File: src/hw/rtl/ppp_pkg.sv
// Shared widths, types, register codes and reset values for the perspective
// point projection block. Depends on nothing; every other file imports it.
`timescale 1ns / 1ps

package ppp_pkg;

  localparam int CW    = 32;          // coordinate width
  localparam int DW    = CW + 1;      // world minus camera position
  localparam int PRW   = 16 + DW;     // coefficient times difference
  localparam int SUMW  = PRW + 2;     // sum of three products
  localparam int CAMW  = SUMW - 14;   // camera coordinate after the Q2.14 shift
  localparam int SCW   = 24;          // focal scale width
  localparam int PW    = CAMW + SCW;  // magnitude of coordinate times scale
  localparam int RW    = CAMW;        // divider remainder width
  localparam int QW    = CW + 1;      // kept quotient bits
  localparam int ROWW  = 48;
  localparam int DATAW = 64;
  localparam int ADDRW = 6;
  localparam int LATENCY = PW + 5;    // accept edge to strobe sample

  localparam logic [QW-1:0] Q_MAXPOS = {2'b00, {(CW-1){1'b1}}};
  localparam logic [QW-1:0] Q_MINMAG = {2'b01, {(CW-1){1'b0}}};

  localparam logic [2:0] REG_POS_X       = 3'd0;
  localparam logic [2:0] REG_POS_Y       = 3'd1;
  localparam logic [2:0] REG_POS_Z       = 3'd2;
  localparam logic [2:0] REG_ROW_RIGHT   = 3'd3;
  localparam logic [2:0] REG_ROW_UP      = 3'd4;
  localparam logic [2:0] REG_ROW_FORWARD = 3'd5;
  localparam logic [2:0] REG_SCALE_X     = 3'd6;
  localparam logic [2:0] REG_SCALE_Y     = 3'd7;

  localparam logic [ROWW-1:0] RST_ROW_RIGHT   = 48'h4000_0000_0000;
  localparam logic [ROWW-1:0] RST_ROW_UP      = 48'h0000_4000_0000;
  localparam logic [ROWW-1:0] RST_ROW_FORWARD = 48'h0000_0000_4000;
  localparam logic [SCW-1:0]  RST_SCALE       = 24'h01_0000;

  // One screen axis on its way through the divider chain.
  typedef struct packed {
    logic [PW-1:0] num;   // dividend bits still to be consumed, MSB first
    logic [RW-1:0] rem;
    logic [QW-1:0] q;
    logic          big;   // a quotient bit fell off the top
    logic          neg;
    logic          zpos;  // zero-depth result is the maximum
    logic          zneg;  // zero-depth result is the minimum
  } lane_t;

  typedef struct packed {
    logic          valid;
    logic          zero;
    logic [RW-1:0] den;
    lane_t         lx;
    lane_t         ly;
  } div_t;

endpackage

File: src/hw/rtl/ppp_div_cell.sv
// One cell of the divider chain: produces one quotient bit for both screen
// axes and passes the point on to the next cell. Depends on ppp_pkg.
`timescale 1ns / 1ps

module ppp_div_cell
  import ppp_pkg::*;
(
  input  logic clk,
  input  logic rst_n,
  input  div_t cell_in,
  output div_t cell_out
);

  div_t out_r, out_nxt;
  logic valid_r;

  function automatic lane_t lane_step(lane_t a, logic [RW-1:0] den);
    logic [RW:0] t;
    lane_t       b;
    b     = a;
    t     = {a.rem, a.num[PW-1]};
    b.num = {a.num[PW-2:0], 1'b0};
    b.big = a.big | a.q[QW-1];
    if (t >= {1'b0, den}) begin
      b.rem = RW'(t - {1'b0, den});
      b.q   = {a.q[QW-2:0], 1'b1};
    end else begin
      b.rem = t[RW-1:0];
      b.q   = {a.q[QW-2:0], 1'b0};
    end
    return b;
  endfunction

  always_comb begin
    out_nxt    = cell_in;
    out_nxt.lx = lane_step(cell_in.lx, cell_in.den);
    out_nxt.ly = lane_step(cell_in.ly, cell_in.den);
  end

  always_ff @(posedge clk) begin
    if (!rst_n) begin
      valid_r <= 1'b0;
    end else begin
      valid_r <= cell_in.valid;
    end
  end

  always_ff @(posedge clk) begin
    out_r <= out_nxt;
  end

  always_comb begin
    cell_out       = out_r;
    cell_out.valid = valid_r;
  end

endmodule

File: config.mk
export PLATFORM = sky130hd
export DESIGN_NAME = ppp_div_cell
export DESIGN_NICKNAME = d
export VERILOG_FILES = /design/src/hw/rtl/ppp_pkg.sv /design/src/hw/rtl/ppp_div_cell.sv
export SDC_FILE = /design/constraint.sdc
export NUM_CORES = 1
export LEC_CHECK = 0
export BUFFER_PORTS_ARGS = -buffer_cell sky130_fd_sc_hd__buf_2
export CORE_AREA = 5 5 236 238
export CTS_BUF_LIST = sky130_fd_sc_hd__clkbuf_4 sky130_fd_sc_hd__clkbuf_8
export CTS_CLUSTER_DIAMETER = 30
export DETAILED_ROUTE_END_ITERATION = 8
export DIE_AREA = 0 0 241 243
export GPL_ROUTABILITY_DRIVEN = 1
export REMOVE_ABC_BUFFERS = 1
export SYNTH_ARGS = -nofsm -noshare
export SYNTH_HDL_FRONTEND = slang
export SYNTH_SLANG_ARGS = --single-unit
File: constraint.sdc
create_clock -name clk -period 3.61 [get_ports clk]
set_input_delay 0.1805 -clock clk [delete_from_list [all_inputs] [get_ports clk]]
set_output_delay 0.1805 -clock clk [all_outputs]
set_load 0.02 [all_outputs]
Yosys cells after proc, flatten, opt, wreduce, memory -nomap -nowiden --
Index checks and enable logic that the tools add are counted.
Storage, ports and cells: bits of input ports 311, word-level logic and storage cells 25, bits in registers 307, output and inout port bits 309
Operators by class: mux-type cells 2, bitwise gates (word level) 2, add/sub/neg operators 2, $lt $le $gt $ge 2
Operator list (count):
- $mux 70 | 2
- $ge 38x37->1 | 2
- $sub 37x37->37 | 2
- $or 1x1->1 | 2

Logic depth before layout (Yosys ltp) --
depth in word-level cells 2, depth in mapped cells 16, mapped depth without buffers 14

Worst setup path after synthesis --
OpenSTA, ideal clock, no wires.
kind input-to-reg, start point input port cell_in[134] in the netlist's numbering, end point register out_r, in the netlist cell_out[38], path slack 0.678 ns, cell stages on the path 14, path buffers 1, library setup time 0.121 ns, arrival time 2.810 ns, data required time 3.489 ns, path through inv_1 -> ha_1 -> inv_1 -> fa_1 -> a211oi_1 -> o21a_1 -> a221o_1 -> o21ai_2 -> a21oi_4 -> o21ai_2 -> a211o_2 -> a31oi_4 -> buf_6 -> mux2_4
RTL lines:
- from (decl) | line ppp_div_cell.sv:10 | input div_t cell_in,
- to (signal assigned) | line ppp_div_cell.sv:49 | out_r <= out_nxt;
- to (decl) | line ppp_div_cell.sv:14 | div_t out_r, out_nxt;

==> metrics.txt <==
critical path start-end classification primary input to flop; number of endpoints with negative hold slack in the final report 0; main area contributors after synthesis dfxtp_1 56%, ha_1 8.4%, mux2_2 3.4%; area of the die around 60000 sq um; number of enable flip-flop cells after synthesis 0; data required time of the worst path slightly above 4 ns; Port-buffer cells 617; Chip Width between 200 and 250 um; Netlist Area Pre-Place about 11000 sq um; sequential-to-total area share from yosys stat a little under three fifths; Final Cycle Share 93.8%; fin. max-slew vios 0; initial antenna violation count 20; area of the core roughly 53000 sq um; Pwr per Cell Area 579 nW/um^2; length of the first detailed-routing pass in iterations 7; setup violation total in the final timing report 0; Yosys top cell by area dfxtp_1; number of warnings reported in the yosys synthesis log 0; final wirelength ~62000 um; dominant cell by count in the synthesized netlist dfxtp_1; Cell Area, Placed 14900 sq um; post-CTS clock slew at the launch and capture registers of the worst setup and hold paths roughly 0.07 ns; portion of total power attributed to combinational logic 20.3%; effective utilization at floorplan around 21%; tightest slew margin relative to the limit between 40% and 50%; height of the die 243 um; Highest Clock Rate 0.295 GHz; largest delay contributor family on the critical path compound AO/OA/AOI/OAI gates; vias in the first global route about 13000; switching part of the total power a little under a third; Unique masters post-synth 63; worst path cell trace dlygate4sd3_1 > buf_2 > inv_1 > ha_1 > inv_1 > fa_1 > a211oi_1 > o21ai_1 > o21a_1 > o21bai_2 > a21boi_1 > o21ai_2 > nand3_1 > o211ai_1 > nand2_2 > buf_4 > mux2_1; drt initial violations ~600; clock tree sinks slightly above 300; cell-internal power ~8100 uW; biggest cell delay along the critical path 0.53 ns; row count 85; routability congestion estimate from global placement just under 0.9; top-area cell type share of the netlist area between 50% and 60%; Avg Cell Area, Syn approximately 11 sq um; Critical Path Source Type primary input; via density per instance 4.15; TNS Setup 0 ns; Final nets around 2400; number of buffers and inverters on the critical path 5; count of vias placed by the detailed router around 12000; antenna viol nets, final 0; leftover overflow at the end of global routing 0; number of ports placed on the die boundary 620; part of the total power dissipated in sequential elements between 30% and 40%; class of the worst hold path primary input to flop; wire length per cell after detailed routing 22.3 um; Max Fanout on Critical Path 22; clock network fraction of total power between 40% and 50%; outcome finished, violations left; CTS tree done; residual DRC count 4; failing checks DRC; crit end category flop; wire length of the first global-routing pass about 87000 um; CTS Buffer Depth 3; Top cell by count, worst path inv_1; # H-tree levels 3; ratio of cells with drive above 1 in the final layout around 40%; maximum vdd ir drop 0.000294 V; hpwl dp 50000 um; Tmin final between 3 and 4 ns; unrepaired setup endpoints after global routing false; worst-path cell with the longest stage delay dlygate4sd3_1; arrival time worst endpoint 3.92 ns; Net Switching ~3500 uW; FF+latch count, synth 307; final design instance area without fill roughly 20000 sq um; count of mapped cells out of synthesis around 1000; Static Leakage between 0.009 and 0.01 uW; cell at the root of the clock tree clkbuf_8; final-layout worst hold slack 0.145 ns; P&R area growth vs syn 83.0%; GRT Util Overall about a fifth; transition at the pin with the smallest max-transition slack 0.893 ns; max cap viols 0; cts bufs inserted 84; fraction of synthesis flops using an asynchronous set or reset pin 0%; pin count of the biggest net entering global routing 23; cell types with the highest counts after synthesis 307 x dfxtp_1, 78 x nand2_1, 74 x ha_1, 73 x a21oi_1, 63 x o21ai_0; commonest register cell after synthesis dfxtp_1
## placed cells by master (no fill, tap or decap), types with 9 or more instances in the layout
master	count
a21oi_1	73
xnor2_1	40
xor2_1	28
nand2_1	77
o21bai_1	12
clkinvlp_4	14
diode_2	17
clkbuf_8	94
a21o_1	34
mux2_2	33
clkinv_2	14
dfxtp_1	307
nand3_1	14
nor2b_1	9
buf_2	617
nand4_1	15
ha_1	74
bufinv_16	12
o21ai_0	63
buf_4	11
nor3_1	10
nor2_1	36
dlygate4sd3_1	309
inv_1	56
## final timing paths
path                         start                     to  slack [ns]  cells after the start
worst max-delay path  cell_in[269]  cell_out[194]$_DFF_P_        0.22                     17
worst min-delay path  cell_in[213]  cell_out[214]$_DFF_P_        0.14                      2
## per-stage QoR
| stage | utilization, % | std cells | setup slack, ns | power (uW) |
|---|---|---|---|---|
| after floorplan | - | 986 | 0.0910 | 5030 |
| after global placement | 28.0 | 2312 | 0.197 | 5960 |
| after detailed placement | 28.0 | 2312 | 0.146 | 5960 |
| after CTS | 37.6 | 2776 | 0.300 | 11800 |
| after global routing | 37.6 | 2787 | 0.0729 | 12200 |
| final | 37.7 | 2793 | 0.222 | 11600 |
## power groups by stage
| stage | Combinational, uW | Sequential (uW) | Clock, uW |
|---|---|---|---|
| after floorplan | 752 | 4280 | 0 |
| after global placement | 2060 | 3890 | 0 |
| after detailed placement | 2070 | 3890 | 0 |
| after CTS | 2390 | 3830 | 5580 |
| after global routing | 2530 | 3850 | 5800 |
| final | 2360 | 3830 | 5460 |
## sequential cells by signal, summed over array words and instances, names as in the netlist
name,cells
cell_out,306
valid_r,1
## per-layer routing
layer / vias to the layer above / global-route usage (%) / part of all wire, %
met3: 142 / 6.70 / 7.6
met4: 10 / 10.9 / 5.8
met5: - / 0 / 0.11
met2: 490 / 36.3 / 50
met1: 5373 / 20.7 / 36
li1: 5566 / - / -
## timing repair
action / 4_1_cts / 5_1_grt
hold buffers: 309 / 0
gates resized for setup: 0 / 0
hold endpoints to repair: 306 / 0
buffers inserted: 0 / 0
## kinds of logic (layout without fill, tap and decap cells)
group,after synthesis,in the layout,share of synthesized area [%]
AND/OR/NAND/NOR,195,195,8.42
XOR/XNOR,68,68,5.42
buffers and inverters,81,1150,3.21
other,1,19,0.0341
AO/OA/AOI/OAI,240,240,13.8
adder cells (fa/ha/maj),76,76,8.79
flip-flops,307,307,55.9
multiplexers,42,42,4.41
## area by class of cell
cell class / count / area, sq um
Sequential cell: 307 / 6150
Clock inverter: 54 / 689
Inverter: 56 / 210
Tap cell: 696 / 871
Antenna cell: 17 / 42.5
Clock buffer: 101 / 1350
Timing Repair Buffer: 939 / 6300
Fill cell: 5324 / 33300
Multi-Input combinational cell: 623 / 4490
No activity file was read; power rests on OpenSTA's default activity.
