--- src/hw/rtl/ppp_pkg.sv ---
// Shared widths, types, register codes and reset values for the perspective
// point projection block. Depends on nothing; every other file imports it.
`timescale 1ns / 1ps

package ppp_pkg;

  localparam int CW    = 32;          // coordinate width
  localparam int DW    = CW + 1;      // world minus camera position
  localparam int PRW   = 16 + DW;     // coefficient times difference
  localparam int SUMW  = PRW + 2;     // sum of three products
  localparam int CAMW  = SUMW - 14;   // camera coordinate after the Q2.14 shift
  localparam int SCW   = 24;          // focal scale width
  localparam int PW    = CAMW + SCW;  // magnitude of coordinate times scale
  localparam int RW    = CAMW;        // divider remainder width
  localparam int QW    = CW + 1;      // kept quotient bits
  localparam int ROWW  = 48;
  localparam int DATAW = 64;
  localparam int ADDRW = 6;
  localparam int LATENCY = PW + 5;    // accept edge to strobe sample

  localparam logic [QW-1:0] Q_MAXPOS = {2'b00, {(CW-1){1'b1}}};
  localparam logic [QW-1:0] Q_MINMAG = {2'b01, {(CW-1){1'b0}}};

  localparam logic [2:0] REG_POS_X       = 3'd0;
  localparam logic [2:0] REG_POS_Y       = 3'd1;
  localparam logic [2:0] REG_POS_Z       = 3'd2;
  localparam logic [2:0] REG_ROW_RIGHT   = 3'd3;
  localparam logic [2:0] REG_ROW_UP      = 3'd4;
  localparam logic [2:0] REG_ROW_FORWARD = 3'd5;
  localparam logic [2:0] REG_SCALE_X     = 3'd6;
  localparam logic [2:0] REG_SCALE_Y     = 3'd7;

  localparam logic [ROWW-1:0] RST_ROW_RIGHT   = 48'h4000_0000_0000;
  localparam logic [ROWW-1:0] RST_ROW_UP      = 48'h0000_4000_0000;
  localparam logic [ROWW-1:0] RST_ROW_FORWARD = 48'h0000_0000_4000;
  localparam logic [SCW-1:0]  RST_SCALE       = 24'h01_0000;

  // One screen axis on its way through the divider chain.
  typedef struct packed {
    logic [PW-1:0] num;   // dividend bits still to be consumed, MSB first
    logic [RW-1:0] rem;
    logic [QW-1:0] q;
    logic          big;   // a quotient bit fell off the top
    logic          neg;
    logic          zpos;  // zero-depth result is the maximum
    logic          zneg;  // zero-depth result is the minimum
  } lane_t;

  typedef struct packed {
    logic          valid;
    logic          zero;
    logic [RW-1:0] den;
    lane_t         lx;
    lane_t         ly;
  } div_t;

endpackage

--- src/hw/rtl/ppp_sat.sv ---
// Result stage: sign, saturation and the zero-depth case, registered onto
// the result ports. Depends on ppp_pkg.
`timescale 1ns / 1ps

module ppp_sat
  import ppp_pkg::*;
(
  input  logic                 clk,
  input  logic                 rst_n,
  input  div_t                 div_in,
  output logic                 out_strobe,
  output logic signed [CW-1:0] out_screen_x,
  output logic signed [CW-1:0] out_screen_y,
  output logic                 out_depth_zero,
  output logic                 out_overflow
);

  logic          strobe_r;
  logic [CW-1:0] sx_r, sy_r, sx_nxt, sy_nxt;
  logic          dz_r, ovf_r, ovfx, ovfy;

  function automatic logic [CW:0] finish(lane_t a, logic zero);
    logic [QW-1:0] nq;
    logic [CW:0]   res;   // {clipped, value}
    nq = QW'(0) - a.q;
    if (zero) begin
      if (a.zpos)      res = {1'b0, Q_MAXPOS[CW-1:0]};
      else if (a.zneg) res = {1'b0, Q_MINMAG[CW-1:0]};
      else             res = '0;
    end else if (a.neg) begin
      if (a.big || a.q > Q_MINMAG) res = {1'b1, Q_MINMAG[CW-1:0]};
      else                         res = {1'b0, nq[CW-1:0]};
    end else begin
      if (a.big || a.q > Q_MAXPOS) res = {1'b1, Q_MAXPOS[CW-1:0]};
      else                         res = {1'b0, a.q[CW-1:0]};
    end
    return res;
  endfunction

  always_comb begin
    {ovfx, sx_nxt} = finish(div_in.lx, div_in.zero);
    {ovfy, sy_nxt} = finish(div_in.ly, div_in.zero);
  end

  always_ff @(posedge clk) begin
    if (!rst_n) begin
      strobe_r <= 1'b0;
    end else begin
      strobe_r <= div_in.valid;
    end
  end

  always_ff @(posedge clk) begin
    sx_r  <= sx_nxt;
    sy_r  <= sy_nxt;
    dz_r  <= div_in.zero;
    ovf_r <= (ovfx | ovfy) & ~div_in.zero;
  end

  assign out_strobe     = strobe_r;
  assign out_screen_x   = $signed(sx_r);
  assign out_screen_y   = $signed(sy_r);
  assign out_depth_zero = dz_r;
  assign out_overflow   = ovf_r;

endmodule

--- config.mk ---
export PLATFORM = sky130hd
export DESIGN_NAME = ppp_sat
export DESIGN_NICKNAME = d
export VERILOG_FILES = /design/src/hw/rtl/ppp_pkg.sv /design/src/hw/rtl/ppp_sat.sv
export SDC_FILE = /design/constraint.sdc
export NUM_CORES = 1
export LEC_CHECK = 0
export BUFFER_PORTS_ARGS = -buffer_cell sky130_fd_sc_hd__clkbuf_2
export CAP_MARGIN = 20
export CORE_AREA = 2 2 148 150
export DETAILED_ROUTE_END_ITERATION = 16
export DIE_AREA = 0 0 150 152
export PLACE_DENSITY = 0.47
export SYNTH_ARGS = -nofsm -noshare
export SYNTH_HDL_FRONTEND = slang
export SYNTH_SLANG_ARGS = --single-unit
--- constraint.sdc ---
create_clock -name clk -period 4.8 [get_ports clk]
set_clock_uncertainty 0.2 [all_clocks]
set_input_delay 0.96 -clock clk [delete_from_list [all_inputs] [get_ports clk]]
set_output_delay 0.96 -clock clk [all_outputs]
set_load 0.05 [all_outputs]
== Word level (Yosys, flattened, before mapping) ==
Cells that the tools add are included.
Storage, ports and cells
  register bits: 67
  bits in latches: 0
  RAM bits: 0
  bits in read-only memories: 0
  input bits: 311
  output and inout bits: 67
  word-level logic and storage cells: 30
  memories kept: 0
Cells by class
  add/sub/neg operators: 2
  multiply operators: 0
  divide/modulo/power cells: 0
  magnitude comparators: 4
  equality and inequality tests: 0
  shift-type cells: 0
  multiplexer cells: 12
  bitwise logic cells: 3
  reductions and logical operators: 4
Operator list (count)
  two-way mux 33 bit: 8
  two-way mux 32 bit: 4
  > comparator 33 x 31 -> 1 bit (second input constant): 2
  > comparator 33 x 32 -> 1 bit (second input constant): 2
  subtractor 1 x 32 -> 32 bit (first input constant): 2
  logical OR 1 bit: 4
  AND 1 bit: 1
  inverter 1 bit: 1
  OR 1 bit: 1

== Longest topological paths before layout ==
  depth after elaboration: 7
  mapped depth: 10
  mapped depth without buffers: 8

== Worst setup path before layout ==
OpenSTA, ideal clock, no wires.
  path type: input port to flip-flop
  start: in div_in[140] in the netlist's numbering
  end: reg sx_r[15], in the netlist out_screen_x[15]
  setup time: 95 ps
  arrival: 2819 ps
  data required time: 4505 ps
  slack: 1686 ps
  cell stages on the path: 9
  buffers on the path: 1
  path through: inv_1 ha_1 or4b_1 nor3_4 nand4_1 buf_2 a2111oi_4 o21ai_1 o311ai_1
On the way
  word-level cells in the longest chain between the ends: 5
  elaborated cells on any way between the ends: 9
  classes of those cells: add/sub (1); order compare (2); mux (4); reduce/logical (2)
RTL lines
  from (decl): RTL line ppp_sat.sv:10  | input div_t div_in,
  > comparator 33 x 31 -> 1 bit or > comparator 33 x 32 -> 1 bit (tied branches): RTL line ppp_sat.sv:34, ppp_sat.sv:31
  logical OR 1 bit (on tied branches): RTL line ppp_sat.sv:34, ppp_sat.sv:31
  two-way mux 33 bit (on tied branches): RTL line ppp_sat.sv:34, ppp_sat.sv:31
  two-way mux 33 bit (*): RTL line ppp_sat.sv:30  | end else if (a.neg) begin
  two-way mux 33 bit (*): RTL line ppp_sat.sv:26  | if (zero) begin
  via sx_nxt[15]: RTL line ppp_sat.sv:19  | logic [CW-1:0] sx_r, sy_r, sx_nxt, sy_nxt;
  to (signal assigned): RTL line ppp_sat.sv:54  | sx_r <= sx_nxt;
  to (decl): RTL line ppp_sat.sv:19
Mark *: on every way through the listed nets, which the timed path passes. The rest lies on a longest branch.
A chain may end at the register's enable or synchronous reset.

== Worst setup path in the final report ==
  start: in div_in[140] in the netlist's numbering
  end: reg sx_r[12], in the netlist out_screen_x[12]
Same word-level chain as after synthesis.

==> run_results.csv <==
group,metric,value,unit
clock_tree,clk_path_buf_depth,2,
finish,drive_gt1_frac,0.2726,
critical_path,endpoint_kind,"flop",
sta,drv_slew,0,
clock_tree,cts.htree.levels,3,
status,outcome,"complete, no violations",
critical_path,slowest_delay,0.65,ns
sta,fin_crit_sh,0.7747,
clock_tree,cts_resized,0,
finish,final_nets,985,
power_and_ir_drop,powerDensity,325.4,nW/um^2
sta,max_clock_freq,268.9,MHz
logic_synthesis,yosysSeqAreaShare,0.3236,
clock_tree,ctsHoldBuffers,0,
logic_synthesis,async_flop_share,0,
sta,rsz0062_at_grt,"no",
sta,final_hold_viol_count,0,
flow_run,drv_cap,0,
floorplanning,ios,378,
finish,nFillCells,2430,
floorplanning,dieArea,22800,um^2
clock_tree,postCtsSetupBuffers,0,
power_and_ir_drop,ir_drop,0.0001950,V
sta,worst_slew_pin_slew,0.8382,ns
logic_synthesis,yosysWarnings,0,
logic_synthesis,yosysUniqueCellTypes,65,
grt,grt_pass1_wl,27740,um
drt,firstDrtPassIters,5,
logic_synthesis,yosys_register_bits,67,
grt,antenna_found_initial,2,
critical_path,worstPathCellList,"clkbuf_2 > inv_1 > ha_1 > or4b_1 > nor3_4 > nand4_1 > buf_4 > a21oi_2 > a31oi_1 > o211ai_2",
floorplanning,initial_core_util,0.1942,
floorplanning,core.rowCount,54,
floorplanning,die_w,150,um
floorplanning,die_h,152,um
drt,routed_via_density,5.132,
min_path,worstHoldPathType,"in2reg",
critical_path,crit_required,4.87,ns
logic_synthesis,yosysMostFrequentCell,"dfxtp_1",
sta,finalSetupTns,0,ns
power_and_ir_drop,power_leakage,2.129,nW
drt,drtIter0Drc,514,
logic_synthesis,synth_area_leaders,"dfxtp_1 32%, a21oi_1 5.6%, nor3_1 4.6%",
place,post-dp-hpwl,13540,um
grt,grt.total_usage,0.1586,
critical_path,worstPathArrival,3.78,ns
logic_synthesis,syn_avg_cell_area,7.662,um^2
power_and_ir_drop,power.total,0.001760,W
sta,finalSetupViolations,0,
drt,drt-total-wl,17970,um
clock_tree,cts_root_buf,"clkbuf_16",
critical_path,crit_buf_inv,3,
logic_synthesis,synthFlopType,"dfxtp_1",
critical_path,criticalPathCategory,"in2reg",
logic_synthesis,synth_nets,856,
clock_tree,cts_tree,"built",
finish,syn_to_final_growth,30.49,%
logic_synthesis,syn_area,4145,um^2
critical_path,crit_slowest_cell,"a21oi_2",
clock_tree,cts.clk_slew.worst_paths,0.06,ns
logic_synthesis,synthTopCellsByCount,"67 x dfxtp_1, 46 x a21oi_1, 43 x nand2_1, 38 x nor3_1, 35 x nor2_1",
grt,grt_pass1_vias,4621,
place,gp_congestion,0.8866,
logic_synthesis,synth_top_area_cell,"dfxtp_1",
sta,hold_ws,0.6340,ns
clock_tree,cts-buffers-inserted,9,
drt,wl_per_cell,18.79,um
critical_path,start_kind,"input port",
drt,ant_nets,0,
drt,drc,0,
sta,min_period,3.719,ns
finish,fin_util,0.2533,
clock_tree,clock-sinks,67,
critical_path,crit_family,"simple AND/OR/NAND/NOR gates",
logic_synthesis,synth-edff-count,0,
logic_synthesis,synthCells,541,
sta,relSlewSlack,0.4412,
place,portBuffers,144,
critical_path,path_max_fanout,15,
logic_synthesis,synth_top_area_share,0.3236,
drt,vias,4906,
floorplanning,core-area,21350,um^2
grt,globalRouteOverflowTotal,0,
grt,grt_max_degree,27,
-- power by group --
part / internal, W / switching, W / total, W
clock network: 0.000376 / 0.000263 / 0.000639
registers: 0.000611 / 0.0000211 / 0.000632
logic: 0.000117 / 0.000372 / 0.000489
-- stage by stage --
step,setup WS (ns),cell area (um^2),std cells
after floorplan,1.686,4145,541
after global placement,0.7862,5125,939
after detailed placement,0.7607,5125,939
after CTS,1.098,5406,955
after global routing,0.8732,5409,956
final,1.081,5409,956
-- cell families after synthesis --
kind of cell | Yosys count | synth area share
adder cells (fa/ha/maj) | 4 | 0.01207
AO/OA/AOI/OAI | 166 | 0.2732
multiplexers | 2 | 0.005131
AND/OR/NAND/NOR | 239 | 0.3175
buffers and inverters | 59 | 0.06006
flip-flops | 67 | 0.3236
XOR/XNOR | 4 | 0.008453
-- area by class of cell --
cell class	count	area, um^2	area share
tap	280	350.3	0.06477
antenna	1	2.502	0.0004626
inverter	24	90.09	0.01666
multi-input combinational	415	2555	0.4724
sequential	67	1341	0.2480
clock inverter	4	25.02	0.004626
clock buffer	12	256.5	0.04742
timing repair buffer	153	788.3	0.1457
-- per-layer routing --
layer,share of wire,track usage,vias up
met5,0,0,-
met4,0.018,0.04717,0
met3,0.078,0.03724,21
met2,0.41,0.2142,215
met1,0.50,0.2449,2328
li1,-,-,2342
-- state kept, by name, summed over array words and instances (netlist names) --
| register | count |
|---|---|
| out_depth_zero | 1 |
| out_overflow | 1 |
| out_screen_x | 32 |
| out_screen_y | 32 |
| out_strobe | 1 |
-- path summary, 6_finish.rpt --
| check | startpoint | cells past startpoint | to | slack [ns] |
|---|---|---|---|---|
| worst max-delay path | div_in[140] | 10 | out_screen_x[12] | 1.08 |
| worst min-delay path | rst_n | 2 | out_strobe | 0.63 |
-- placed cells by master (no fill, tap or decap), types with 3 or more instances in the layout --
cell type  count
o311ai_1       8
and3_1         6
nand2b_1       4
nor3_1        38
nand4_1       29
o31a_1        12
o31ai_1        7
inv_1         23
nor2_1        35
nor4_1        15
or3_1         16
nand2_1       43
nor2b_1        3
or4_1         13
o211ai_1       7
a31oi_1        8
o41ai_1        3
or2_2          3
nand4b_1       3
buf_4          9
a211o_1        4
dfxtp_1       67
a211oi_1      16
nand3_1       16
clkbuf_16      9
clkbuf_2     144
a21oi_1       46
ha_1           4
o21ai_0       28
o21ai_1        7
No activity file was read; power rests on OpenSTA's default activity.
